--- src/rtl/pbra_pkg.sv ---
package pbra_pkg;

   // opcodes of the request channel
   localparam logic [2:0] OPC_RELOAD = 3'd0;
   localparam logic [2:0] OPC_BEGIN  = 3'd1;
   localparam logic [2:0] OPC_BAR    = 3'd2;
   localparam logic [2:0] OPC_ROM    = 3'd3;
   localparam logic [2:0] OPC_END    = 3'd4;

   // result kinds
   localparam logic [1:0] RK_BAR = 2'd0;
   localparam logic [1:0] RK_ROM = 2'd1;
   localparam logic [1:0] RK_CMD = 2'd2;

   // register indexes and port widths
   localparam int CSR_IDX_W = 1;
   localparam int CSR_DATA_W = 32;
   localparam logic [CSR_IDX_W-1:0] CSR_IO_START  = 1'b0;
   localparam logic [CSR_IDX_W-1:0] CSR_MEM_START = 1'b1;

   localparam int IO_START_W = 16;
   localparam int MEM_START_W = 32;
   localparam logic [IO_START_W-1:0] IO_POOL_RESET = 16'h8000;

   localparam int IO_SIZE_W = 16;
   localparam int CMD_W = 16;
   localparam int VALUE_W = 32;

   localparam logic [CMD_W-1:0] CMD_EN_CLEAR = 16'hfff8;
   localparam logic [CMD_W-1:0] CMD_IO_EN    = 16'h0001;
   localparam logic [CMD_W-1:0] CMD_MEM_EN   = 16'h0002;
   localparam logic [7:0] HDR_TYPE_MASK = 8'h7f;

   // base classes that force I/O enable
   localparam logic [7:0] BCLASS_LEGACY  = 8'h00;
   localparam logic [7:0] BCLASS_STORAGE = 8'h01;
   localparam logic [7:0] BCLASS_DISPLAY = 8'h03;

   typedef enum logic [2:0] {
      W_NOP,
      W_RELOAD,
      W_BEGIN,
      W_IO,
      W_MEM,
      W_ROM,
      W_END
   } work_kind_type;

   typedef struct packed {
      work_kind_type    kind;
      logic [CMD_W-1:0] cmd;
      logic             type_zero;
   } work_ctrl_type;

endpackage

--- src/rtl/pbra_if.sv ---
interface pbra_req_if;
   logic        valid;
   logic        ready;
   logic [2:0]  opcode;
   logic [7:0]  header_type;
   logic [15:0] command_in;
   logic [7:0]  base_class;
   logic [31:0] readback;

   modport source (output valid, opcode, header_type, command_in, base_class, readback,
                   input ready);
   modport sink (input valid, opcode, header_type, command_in, base_class, readback,
                 output ready);
endinterface

interface pbra_rsp_if;
   logic        valid;
   logic        ready;
   logic [1:0]  result_kind;
   logic [31:0] value;

   modport source (output valid, result_kind, value, input ready);
   modport sink (input valid, result_kind, value, output ready);
endinterface

--- src/rtl/pci_bar_resource_allocator.sv ---
// PCI BAR sizing and bump allocator.
// req_bus carries one opcode item per transfer: reload pools, begin device,
// BAR readback, ROM readback, end device. rsp_bus returns at most one result
// per item: a BAR base (kind 0), a ROM base (kind 1) or the device's final
// command word (kind 2). csr_* writes the two pool start registers; write them
// only while nothing is in flight.
// An item is decoded and its size worked out in the front stage, waits in a
// two-entry queue, then updates the pool pointers in the back stage, whose
// round-up and bump form the loop that sets the rate. Each item is registered
// in the front stage, the queue and the back stage before its result is valid.
// Throughput: one item per cycle while rsp_bus is ready.
// Reset loads the pool registers with 0x8000 (I/O) and 0 (memory), points the
// pools there and clears the command word and header state.
// If rsp_bus stalls, the held result stays put, the queue fills, and req_bus
// ready drops once the front stage cannot move; items with no result keep
// passing the back stage while a result is held.
module pci_bar_resource_allocator import pbra_pkg::*; #(
   parameter int ADDR_WIDTH = 32
) (
   input  logic                  clock,
   input  logic                  reset,
   pbra_req_if.sink              req_bus,
   pbra_rsp_if.source            rsp_bus,
   input  logic                  csr_wr_en,
   input  logic [CSR_IDX_W-1:0]  csr_index,
   input  logic [CSR_DATA_W-1:0] csr_wdata
);

   localparam int CTRL_W = $bits(work_ctrl_type);
   localparam int WORK_W = CTRL_W + 2 * ADDR_WIDTH;

   logic                  front_vld, front_rdy;
   work_ctrl_type         front_ctrl;
   logic [ADDR_WIDTH-1:0] front_size, front_m1;

   logic                  back_vld, back_rdy;
   work_ctrl_type         back_ctrl;
   logic [ADDR_WIDTH-1:0] back_size, back_m1;

   logic [WORK_W-1:0]     q_push_data, q_pop_data;

   pbra_front #(.ADDR_WIDTH(ADDR_WIDTH)) u_front (
      .clock        (clock),
      .reset        (reset),
      .req_bus      (req_bus),
      .work_vld     (front_vld),
      .work_rdy     (front_rdy),
      .work_ctrl    (front_ctrl),
      .work_size    (front_size),
      .work_size_m1 (front_m1)
   );

   assign q_push_data = {front_ctrl, front_size, front_m1};

   pbra_queue #(.WIDTH(WORK_W)) u_queue (
      .clock     (clock),
      .reset     (reset),
      .push_vld  (front_vld),
      .push_rdy  (front_rdy),
      .push_data (q_push_data),
      .pop_vld   (back_vld),
      .pop_rdy   (back_rdy),
      .pop_data  (q_pop_data)
   );

   assign back_ctrl = work_ctrl_type'(q_pop_data[WORK_W-1 -: CTRL_W]);
   assign back_size = q_pop_data[2*ADDR_WIDTH-1 -: ADDR_WIDTH];
   assign back_m1 = q_pop_data[ADDR_WIDTH-1:0];

   pbra_back #(.ADDR_WIDTH(ADDR_WIDTH)) u_back (
      .clock        (clock),
      .reset        (reset),
      .work_vld     (back_vld),
      .work_rdy     (back_rdy),
      .work_ctrl    (back_ctrl),
      .work_size    (back_size),
      .work_size_m1 (back_m1),
      .csr_wr_en    (csr_wr_en),
      .csr_index    (csr_index),
      .csr_wdata    (csr_wdata),
      .rsp_bus      (rsp_bus)
   );

endmodule

--- src/rtl/pbra_front.sv ---
module pbra_front import pbra_pkg::*; #(
   parameter int ADDR_WIDTH = 32
) (
   input  logic                  clock,
   input  logic                  reset,
   pbra_req_if.sink              req_bus,
   output logic                  work_vld,
   input  logic                  work_rdy,
   output work_ctrl_type         work_ctrl,
   output logic [ADDR_WIDTH-1:0] work_size,
   output logic [ADDR_WIDTH-1:0] work_size_m1
);

   logic                  stage_vld_ff, stage_vld_in;
   work_ctrl_type         ctrl_ff, ctrl_in;
   logic [ADDR_WIDTH-1:0] size_ff, size_in;
   logic [ADDR_WIDTH-1:0] m1_ff, m1_in;

   logic                  accept;
   logic                  class_io;
   logic [ADDR_WIDTH-1:0] rb_ext;
   logic [ADDR_WIDTH-1:0] masked;
   logic [ADDR_WIDTH-1:0] neg;
   logic [IO_SIZE_W-1:0]  io_m1;

   assign req_bus.ready = !stage_vld_ff || work_rdy;
   assign accept = req_bus.valid && req_bus.ready;
   assign rb_ext = ADDR_WIDTH'(req_bus.readback);
   assign class_io = (req_bus.base_class == BCLASS_LEGACY) ||
                     (req_bus.base_class == BCLASS_STORAGE) ||
                     (req_bus.base_class == BCLASS_DISPLAY);

   always_comb begin
      ctrl_in.kind = W_NOP;
      ctrl_in.cmd = req_bus.command_in & CMD_EN_CLEAR;
      ctrl_in.type_zero = (req_bus.header_type & HDR_TYPE_MASK) == 8'd0;
      if (ctrl_in.type_zero && class_io) begin
         ctrl_in.cmd = ctrl_in.cmd | CMD_IO_EN;
      end
      unique case (req_bus.opcode)
         OPC_RELOAD: ctrl_in.kind = W_RELOAD;
         OPC_BEGIN:  ctrl_in.kind = W_BEGIN;
         OPC_BAR: begin
            if (req_bus.readback == '0) begin
               ctrl_in.kind = W_NOP;
            end else if (req_bus.readback[0]) begin
               ctrl_in.kind = W_IO;
            end else begin
               ctrl_in.kind = W_MEM;
            end
         end
         OPC_ROM:    ctrl_in.kind = (req_bus.readback == '0) ? W_NOP : W_ROM;
         OPC_END:    ctrl_in.kind = W_END;
         default:    ctrl_in.kind = W_NOP;
      endcase
   end

   // size is the two's complement of the readback with its flag bits dropped;
   // size - 1 is then simply the inverse, except for an I/O size that wraps to zero
   always_comb begin
      case (ctrl_in.kind)
         W_IO:    masked = {rb_ext[ADDR_WIDTH-1:2], 2'b00};
         W_ROM:   masked = {rb_ext[ADDR_WIDTH-1:1], 1'b0};
         default: masked = {rb_ext[ADDR_WIDTH-1:4], 4'b0000};
      endcase
      neg = '0 - masked;
      io_m1 = ~masked[IO_SIZE_W-1:0];
      if (ctrl_in.kind == W_IO) begin
         size_in = ADDR_WIDTH'(neg[IO_SIZE_W-1:0]);
         m1_in = (masked[IO_SIZE_W-1:0] == '0) ? '1 : ADDR_WIDTH'(io_m1);
      end else begin
         size_in = neg;
         m1_in = ~masked;
      end
   end

   always_comb begin
      if (accept && ctrl_in.kind != W_NOP) begin
         stage_vld_in = 1'b1;
      end else if (work_rdy) begin
         stage_vld_in = 1'b0;
      end else begin
         stage_vld_in = stage_vld_ff;
      end
   end

   always_ff @(posedge clock) begin
      if (reset) begin
         stage_vld_ff <= 1'b0;
      end else begin
         stage_vld_ff <= stage_vld_in;
      end
   end

   always_ff @(posedge clock) begin
      if (accept) begin
         ctrl_ff <= ctrl_in;
         size_ff <= size_in;
         m1_ff <= m1_in;
      end
   end

   assign work_vld = stage_vld_ff;
   assign work_ctrl = ctrl_ff;
   assign work_size = size_ff;
   assign work_size_m1 = m1_ff;

   // items that do nothing never reach the queue
   a_nop_dropped: assert property (@(posedge clock) disable iff (reset)
      accept && ctrl_in.kind == W_NOP |=> !stage_vld_ff)
      else $error("no-op item was staged");

endmodule

--- src/rtl/pbra_queue.sv ---
module pbra_queue #(
   parameter int WIDTH = 8
) (
   input  logic             clock,
   input  logic             reset,
   input  logic             push_vld,
   output logic             push_rdy,
   input  logic [WIDTH-1:0] push_data,
   output logic             pop_vld,
   input  logic             pop_rdy,
   output logic [WIDTH-1:0] pop_data
);

   localparam int DEPTH = 2;
   localparam int PTR_W = $clog2(DEPTH);
   localparam int CNT_W = $clog2(DEPTH + 1);

   logic [WIDTH-1:0] entry_ff [DEPTH];
   logic [PTR_W-1:0] wr_ptr_ff, wr_ptr_in;
   logic [PTR_W-1:0] rd_ptr_ff, rd_ptr_in;
   logic [CNT_W-1:0] count_ff, count_in;
   logic             push, pop;

   assign push_rdy = count_ff != CNT_W'(DEPTH);
   assign pop_vld = count_ff != '0;
   assign push = push_vld && push_rdy;
   assign pop = pop_vld && pop_rdy;
   assign pop_data = entry_ff[rd_ptr_ff];

   always_comb begin
      wr_ptr_in = push ? wr_ptr_ff + 1'b1 : wr_ptr_ff;
      rd_ptr_in = pop ? rd_ptr_ff + 1'b1 : rd_ptr_ff;
      count_in = count_ff;
      if (push && !pop) begin
         count_in = count_ff + 1'b1;
      end else if (pop && !push) begin
         count_in = count_ff - 1'b1;
      end
   end

   always_ff @(posedge clock) begin
      if (reset) begin
         wr_ptr_ff <= '0;
         rd_ptr_ff <= '0;
         count_ff <= '0;
      end else begin
         wr_ptr_ff <= wr_ptr_in;
         rd_ptr_ff <= rd_ptr_in;
         count_ff <= count_in;
      end
   end

   always_ff @(posedge clock) begin
      if (push) begin
         entry_ff[wr_ptr_ff] <= push_data;
      end
   end

   a_fill: assert property (@(posedge clock) disable iff (reset)
      push && !pop |=> count_ff == $past(count_ff) + 1'b1)
      else $error("queue count lost a push");

   a_drain: assert property (@(posedge clock) disable iff (reset)
      pop && !push |=> count_ff == $past(count_ff) - 1'b1)
      else $error("queue count lost a pop");

endmodule

--- src/rtl/pbra_back.sv ---
module pbra_back import pbra_pkg::*; #(
   parameter int ADDR_WIDTH = 32
) (
   input  logic                  clock,
   input  logic                  reset,
   input  logic                  work_vld,
   output logic                  work_rdy,
   input  work_ctrl_type         work_ctrl,
   input  logic [ADDR_WIDTH-1:0] work_size,
   input  logic [ADDR_WIDTH-1:0] work_size_m1,
   input  logic                  csr_wr_en,
   input  logic [CSR_IDX_W-1:0]  csr_index,
   input  logic [CSR_DATA_W-1:0] csr_wdata,
   pbra_rsp_if.source            rsp_bus
);

   logic [IO_START_W-1:0]  io_start_ff;
   logic [MEM_START_W-1:0] mem_start_ff;

   logic [ADDR_WIDTH-1:0]  io_ptr_ff, io_ptr_in;
   logic [ADDR_WIDTH-1:0]  mem_ptr_ff, mem_ptr_in;
   logic [CMD_W-1:0]       cmd_acc_ff, cmd_acc_in;
   logic                   type_zero_ff, type_zero_in;

   logic                   rsp_vld_ff, rsp_vld_in;
   logic [1:0]             rsp_kind_ff, rsp_kind_in;
   logic [VALUE_W-1:0]     rsp_value_ff, rsp_value_in;

   logic                   is_alloc, makes_rsp, pop;
   logic [ADDR_WIDTH-1:0]  ptr_sel, rounded, bumped;

   assign is_alloc = (work_ctrl.kind == W_IO) || (work_ctrl.kind == W_MEM) ||
                     (work_ctrl.kind == W_ROM);
   assign makes_rsp = (work_ctrl.kind == W_END) || (is_alloc && type_zero_ff);
   // a result-less item never waits on the output side
   assign work_rdy = !makes_rsp || !rsp_vld_ff || rsp_bus.ready;
   assign pop = work_vld && work_rdy;

   // round the pool pointer up to the size, then bump past the block
   assign ptr_sel = (work_ctrl.kind == W_IO) ? io_ptr_ff : mem_ptr_ff;
   assign rounded = (ptr_sel + work_size_m1) & ~work_size_m1;
   assign bumped = rounded + work_size;

   always_comb begin
      io_ptr_in = io_ptr_ff;
      mem_ptr_in = mem_ptr_ff;
      cmd_acc_in = cmd_acc_ff;
      type_zero_in = type_zero_ff;
      if (pop) begin
         case (work_ctrl.kind)
            W_RELOAD: begin
               io_ptr_in = ADDR_WIDTH'(io_start_ff);
               mem_ptr_in = ADDR_WIDTH'(mem_start_ff);
            end
            W_BEGIN: begin
               cmd_acc_in = work_ctrl.cmd;
               type_zero_in = work_ctrl.type_zero;
            end
            W_IO: begin
               if (type_zero_ff) begin
                  io_ptr_in = bumped;
                  cmd_acc_in = cmd_acc_ff | CMD_IO_EN;
               end
            end
            W_MEM, W_ROM: begin
               if (type_zero_ff) begin
                  mem_ptr_in = bumped;
                  cmd_acc_in = cmd_acc_ff | CMD_MEM_EN;
               end
            end
            default: begin
            end
         endcase
      end
   end

   always_comb begin
      case (work_ctrl.kind)
         W_IO: begin
            rsp_kind_in = RK_BAR;
            rsp_value_in = VALUE_W'(rounded) | VALUE_W'(1);
         end
         W_ROM: begin
            rsp_kind_in = RK_ROM;
            rsp_value_in = VALUE_W'(rounded) | VALUE_W'(1);
         end
         W_END: begin
            rsp_kind_in = RK_CMD;
            rsp_value_in = VALUE_W'(cmd_acc_ff);
         end
         default: begin
            rsp_kind_in = RK_BAR;
            rsp_value_in = VALUE_W'(rounded);
         end
      endcase
      if (pop && makes_rsp) begin
         rsp_vld_in = 1'b1;
      end else if (rsp_bus.ready) begin
         rsp_vld_in = 1'b0;
      end else begin
         rsp_vld_in = rsp_vld_ff;
      end
   end

   always_ff @(posedge clock) begin
      if (reset) begin
         io_start_ff <= IO_POOL_RESET;
         mem_start_ff <= '0;
      end else if (csr_wr_en) begin
         unique case (csr_index)
            CSR_IO_START:  io_start_ff <= csr_wdata[IO_START_W-1:0];
            CSR_MEM_START: mem_start_ff <= csr_wdata[MEM_START_W-1:0];
         endcase
      end
   end

   always_ff @(posedge clock) begin
      if (reset) begin
         io_ptr_ff <= ADDR_WIDTH'(IO_POOL_RESET);
         mem_ptr_ff <= '0;
         cmd_acc_ff <= '0;
         type_zero_ff <= 1'b0;
         rsp_vld_ff <= 1'b0;
      end else begin
         io_ptr_ff <= io_ptr_in;
         mem_ptr_ff <= mem_ptr_in;
         cmd_acc_ff <= cmd_acc_in;
         type_zero_ff <= type_zero_in;
         rsp_vld_ff <= rsp_vld_in;
      end
   end

   always_ff @(posedge clock) begin
      if (pop && makes_rsp) begin
         rsp_kind_ff <= rsp_kind_in;
         rsp_value_ff <= rsp_value_in;
      end
   end

   assign rsp_bus.valid = rsp_vld_ff;
   assign rsp_bus.result_kind = rsp_kind_ff;
   assign rsp_bus.value = rsp_value_ff;

   a_end_gives_cmd: assert property (@(posedge clock) disable iff (reset)
      pop && work_ctrl.kind == W_END |=> rsp_bus.valid && rsp_bus.result_kind == RK_CMD)
      else $error("end of device gave no command word");

   a_reload: assert property (@(posedge clock) disable iff (reset)
      pop && work_ctrl.kind == W_RELOAD |=> io_ptr_ff == ADDR_WIDTH'($past(io_start_ff)))
      else $error("I/O pool not reloaded");

endmodule

--- src/flat_wrapper.sv ---
// flat-port wrapper written by rule: the top's interface ports become plain ports
module pci_bar_resource_allocator_flat import pbra_pkg::*;
#(
   parameter int ADDR_WIDTH = 32
)
  (clock, reset, csr_wr_en, csr_index, csr_wdata, req_bus_valid, req_bus_opcode, req_bus_header_type, req_bus_command_in, req_bus_base_class, req_bus_readback, req_bus_ready, rsp_bus_valid, rsp_bus_result_kind, rsp_bus_value, rsp_bus_ready);
  pbra_req_if req_bus_i ();
  pbra_rsp_if rsp_bus_i ();
  input  logic clock;
  input  logic reset;
  input  logic csr_wr_en;
  input  logic [CSR_IDX_W-1:0] csr_index;
  input  logic [CSR_DATA_W-1:0] csr_wdata;
  input wire logic [$bits(req_bus_i.valid)-1:0] req_bus_valid;
  input wire logic [$bits(req_bus_i.opcode)-1:0] req_bus_opcode;
  input wire logic [$bits(req_bus_i.header_type)-1:0] req_bus_header_type;
  input wire logic [$bits(req_bus_i.command_in)-1:0] req_bus_command_in;
  input wire logic [$bits(req_bus_i.base_class)-1:0] req_bus_base_class;
  input wire logic [$bits(req_bus_i.readback)-1:0] req_bus_readback;
  output wire logic [$bits(req_bus_i.ready)-1:0] req_bus_ready;
  output wire logic [$bits(rsp_bus_i.valid)-1:0] rsp_bus_valid;
  output wire logic [$bits(rsp_bus_i.result_kind)-1:0] rsp_bus_result_kind;
  output wire logic [$bits(rsp_bus_i.value)-1:0] rsp_bus_value;
  input wire logic [$bits(rsp_bus_i.ready)-1:0] rsp_bus_ready;
  assign req_bus_i.valid = req_bus_valid;
  assign req_bus_i.opcode = req_bus_opcode;
  assign req_bus_i.header_type = req_bus_header_type;
  assign req_bus_i.command_in = req_bus_command_in;
  assign req_bus_i.base_class = req_bus_base_class;
  assign req_bus_i.readback = req_bus_readback;
  assign req_bus_ready = req_bus_i.ready;
  assign rsp_bus_valid = rsp_bus_i.valid;
  assign rsp_bus_result_kind = rsp_bus_i.result_kind;
  assign rsp_bus_value = rsp_bus_i.value;
  assign rsp_bus_i.ready = rsp_bus_ready;
  pci_bar_resource_allocator #(.ADDR_WIDTH(ADDR_WIDTH)) u_core (.clock(clock), .reset(reset), .req_bus(req_bus_i), .rsp_bus(rsp_bus_i), .csr_wr_en(csr_wr_en), .csr_index(csr_index), .csr_wdata(csr_wdata));
endmodule
--- config.mk ---
export PLATFORM = sky130hd
export DESIGN_NAME = pci_bar_resource_allocator_flat
export DESIGN_NICKNAME = d
export VERILOG_FILES = /design/src/rtl/pbra_pkg.sv /design/src/rtl/pbra_if.sv /design/src/rtl/pci_bar_resource_allocator.sv /design/src/rtl/pbra_front.sv /design/src/rtl/pbra_queue.sv /design/src/rtl/pbra_back.sv /design/src/flat_wrapper.sv
export SDC_FILE = /design/constraint.sdc
export NUM_CORES = 1
export LEC_CHECK = 0
export BUFFER_PORTS_ARGS = -buffer_cell sky130_fd_sc_hd__buf_4
export CORE_UTILIZATION = 55
export DETAILED_ROUTE_END_ITERATION = 6
export GPL_ROUTABILITY_DRIVEN = 0
export GPL_TIMING_DRIVEN = 0
export PLACE_DENSITY = 0.73
export SYNTH_ARGS = -nofsm -noshare
export SYNTH_HDL_FRONTEND = slang
export SYNTH_SLANG_ARGS = --single-unit
--- constraint.sdc ---
create_clock -name clock -period 9.1 [get_ports clock]
set_input_delay 1.365 -clock clock [delete_from_list [all_inputs] [get_ports clock]]
set_output_delay 1.365 -clock clock [all_outputs]
set_load 0.01 [all_outputs]
==> flow_summary.ini <==
[outcome]
outcome = complete, no violations

[clock_tree]
post-cts-setup-buffer-count = 0
cts_made_buffers = 42
path_clk_slew_ns = 0.06
cts-root-buf = clkbuf_16
cts.sinks = 409
htree_num_levels = 2
clk_latency_ns = 0.56
cts_buffer_depth = 3
cts_hold_buf = 0
cts_tree = built
cts_resized = 0

[final_layout]
num_antenna_cells = 0
drive_gt1_share_pct = 15.0
multi_input_area_um2 = 7730
nNetsFinal = 2109
nFillCells = 2595
seqCellArea_um2 = 10900
syn2layout_area_growth_pct = 15.7

[yosys]
synth_top_area_share_pct = 43.0
seq_area_frac_synth_pct = 57.1
synth_top_cell_by_area = edfxtp_1
synth_area_um2 = 19100
synth-edff-count = 274
synth_commonest_cells = nand2_1 (319), edfxtp_1 (274), nor2_1 (156)
syn_nets = 1924
ys_warn_count = 0
synthTopCellsByArea = edfxtp_1 (43%), dfxtp_1 (14%), nand2_1 (6.3%)
ys.flop_type = edfxtp_1
ys_ff_latch = 409
synthArstFlopShare_pct = 0
yosysMostFrequentCell = nand2_1
synth_cells = 1758
synth.distinct_cells = 81
syn_avg_cell_area_um2 = 10.9

[die]
dieArea_um2 = 35500
rows = 67
ios = 141
core_area_um2 = 33900
start_util_pct = 56.5
die_w_um = 188
die_h_um = 188

[detailed_routing]
drt-pass1-iter-count = 7
drtIter0Drc = 1276
vias = 14102
routed_wl_mm = 47.6
final_antenna_net_count = 0
avgViaCountPerCell = 5.82
drc = 0
route.detailed.wl_per_inst_um = 19.7

[global_routing]
grt_pass1_vias = 13606
grt_first_pass_wirelength_mm = 73.6
overflow = 0
antenna_found_initial = 1
grt_max_degree = 50
grtUsageTotal_pct = 26.7

[place]
port_buffers = 136
dpl.hpwl_mm = 35.5

[critical_path]
cp.arrival_ns = 8.83
worst-setup-path-type = register to register
crit_path_max_incr_delay_ns = 0.67
cp_slowest_cell = a2111oi_0
start_kind = register
critPathMaxFanout = 10
end_kind = register
required_ns = 9.57

[sta]
hold_slack_ns = 0.443
period_minus_slack_ns = 8.36
worst_pin_slew_ns = 1.22
grt_setup_unrepaired = no
max_freq_ghz = 0.120
hold_viol = 0
tns_ns = 0
worst_clock_skew_ns = 0.0191
slew_violations = 0
maxSlewHeadroom_pct = 18.0
period_share_pct = 91.8
setup_viol_count_final = 0

[min_path]
hold_class = register to register

[flow_run]
cap_violations = 0

[power_and_ir_drop]
cellLeakagePower_nw = 8.21
peakVddDrop_uv = 142
p_per_area_nw_per_um2 = 257
-- worst max-delay path, delay by kind of cell, from the launching register on --
family                   cells  cell delay (ns)
XOR/XNOR                     2             0.47
AO/OA/AOI/OAI               13             3.41
multiplexers                 1             0.37
AND/OR/NAND/NOR              8             1.44
flip-flops                   1             0.32
buffers and inverters        5             1.63
adder cells (fa/ha/maj)      2             0.62
-- registers in the layout, summed over array words and instances (netlist names), 2 cells and up, named ones only --
signal                             count
u_core.u_back.cmd_acc_ff              15
u_core.u_back.io_ptr_ff               32
u_core.u_back.mem_ptr_ff              32
u_core.u_back.rsp_bus.value           32
u_core.u_queue.count_ff                2
u_core.u_front.work_size_m1           31
u_core.u_back.io_start_ff             16
u_core.u_front.work_ctrl              18
u_core.u_back.mem_start_ff            32
u_core.u_front.work_size              31
u_core.u_back.rsp_bus.result_kind      2
u_core.u_queue.entry_ff              160
-- kinds of logic (layout without fill, tap and decap cells) --
group | after synthesis | after routing | share of synthesized area [%]
AO/OA/AOI/OAI | 365 | 365 | 12.8
buffers and inverters | 129 | 347 | 2.59
XOR/XNOR | 84 | 84 | 3.92
multiplexers | 89 | 89 | 5.03
AND/OR/NAND/NOR | 620 | 620 | 14.3
flip-flops | 409 | 409 | 57.1
adder cells (fa/ha/maj) | 62 | 62 | 4.12
-- cells in the final DEF (no fill, tap or decap), types with 10 or more instances in the layout --
cell       netlist  final
o21ai_0         50     50
inv_1           49     49
mux2i_1         32     32
a31oi_1         10     10
ha_1            59     59
o21a_1          12     12
o221ai_1        23     23
nor3_1          30     29
and3_1          11     10
dfxtp_1        135    135
nor2_1         156    154
nand3_1         18     18
nand2b_1        14     14
edfxtp_1       274    274
a211oi_1        26     26
mux2_2          57     57
nand2_1        319    319
xnor2_1         60     60
o31ai_1         12     12
a22oi_1         15     15
xor2_1          23     23
buf_4            0    136
a311oi_1        22     22
clkbuf_16        0     43
clkbuf_1        69     81
a21o_1          19     19
nor2b_1         10     10
a21oi_1        125    125
-- metrics by stage --
stage | utilization [%] | std cells | worst slack, ns | instance area [um2] | total power [mW]
after floorplan | - | 1758 | 2.76 | 19100 | 3.53
after global placement | 61.1 | 2342 | 1.05 | 20700 | 4.02
after detailed placement | 61.5 | 2347 | 1.03 | 20800 | 4.06
after CTS | 65.4 | 2424 | 0.916 | 22100 | 5.68
after global routing | 65.4 | 2424 | 0.262 | 22100 | 5.95
final | 65.4 | 2424 | 0.743 | 22100 | 5.69
-- path summary, 6_finish.rpt --
| path | from | depth (start not counted) | end | slack [ns] |
|---|---|---|---|---|
| worst min register to register | u_core.u_front.work_size[13] | 0 | u_core.u_queue.entry_ff[0][45] | 0.44 |
| worst max-delay path | register | 31 | u_core.u_back.mem_ptr_ff[30] | 0.74 |
| worst max register to register | register | 31 | u_core.u_back.mem_ptr_ff[30] | 0.74 |
| worst min-delay path | u_core.u_front.work_size[13] | 0 | u_core.u_queue.entry_ff[0][45] | 0.44 |
-- per-layer routing --
| metal | routed length, um | part of all wire, % | global-route usage, % |
|---|---|---|---|
| met1 | 21600 | 45 | 38.7 |
| met2 | 21200 | 44 | 41.3 |
| met3 | 3370 | 7.1 | 3.84 |
| met4 | 1460 | 3.1 | 8.84 |
| met5 | 0 | 0 | 0 |
-- power by group --
part	total (mW)	switching [mW]	internal, mW
clock network	1.61	0.712	0.898
logic	1.85	1.16	0.690
registers	2.23	0.0709	2.16
-- layout make-up --
type	instances	area share [%]
Clock inverter	20	0.661
Timing Repair Buffer	141	5.10
Clock buffer	57	5.19
Buffer	80	1.41
Multi-Input combinational cell	1220	34.9
Inverter	49	0.831
Tap cell	448	2.53
Sequential cell	409	49.4
No activity file was read; power rests on OpenSTA's default activity.
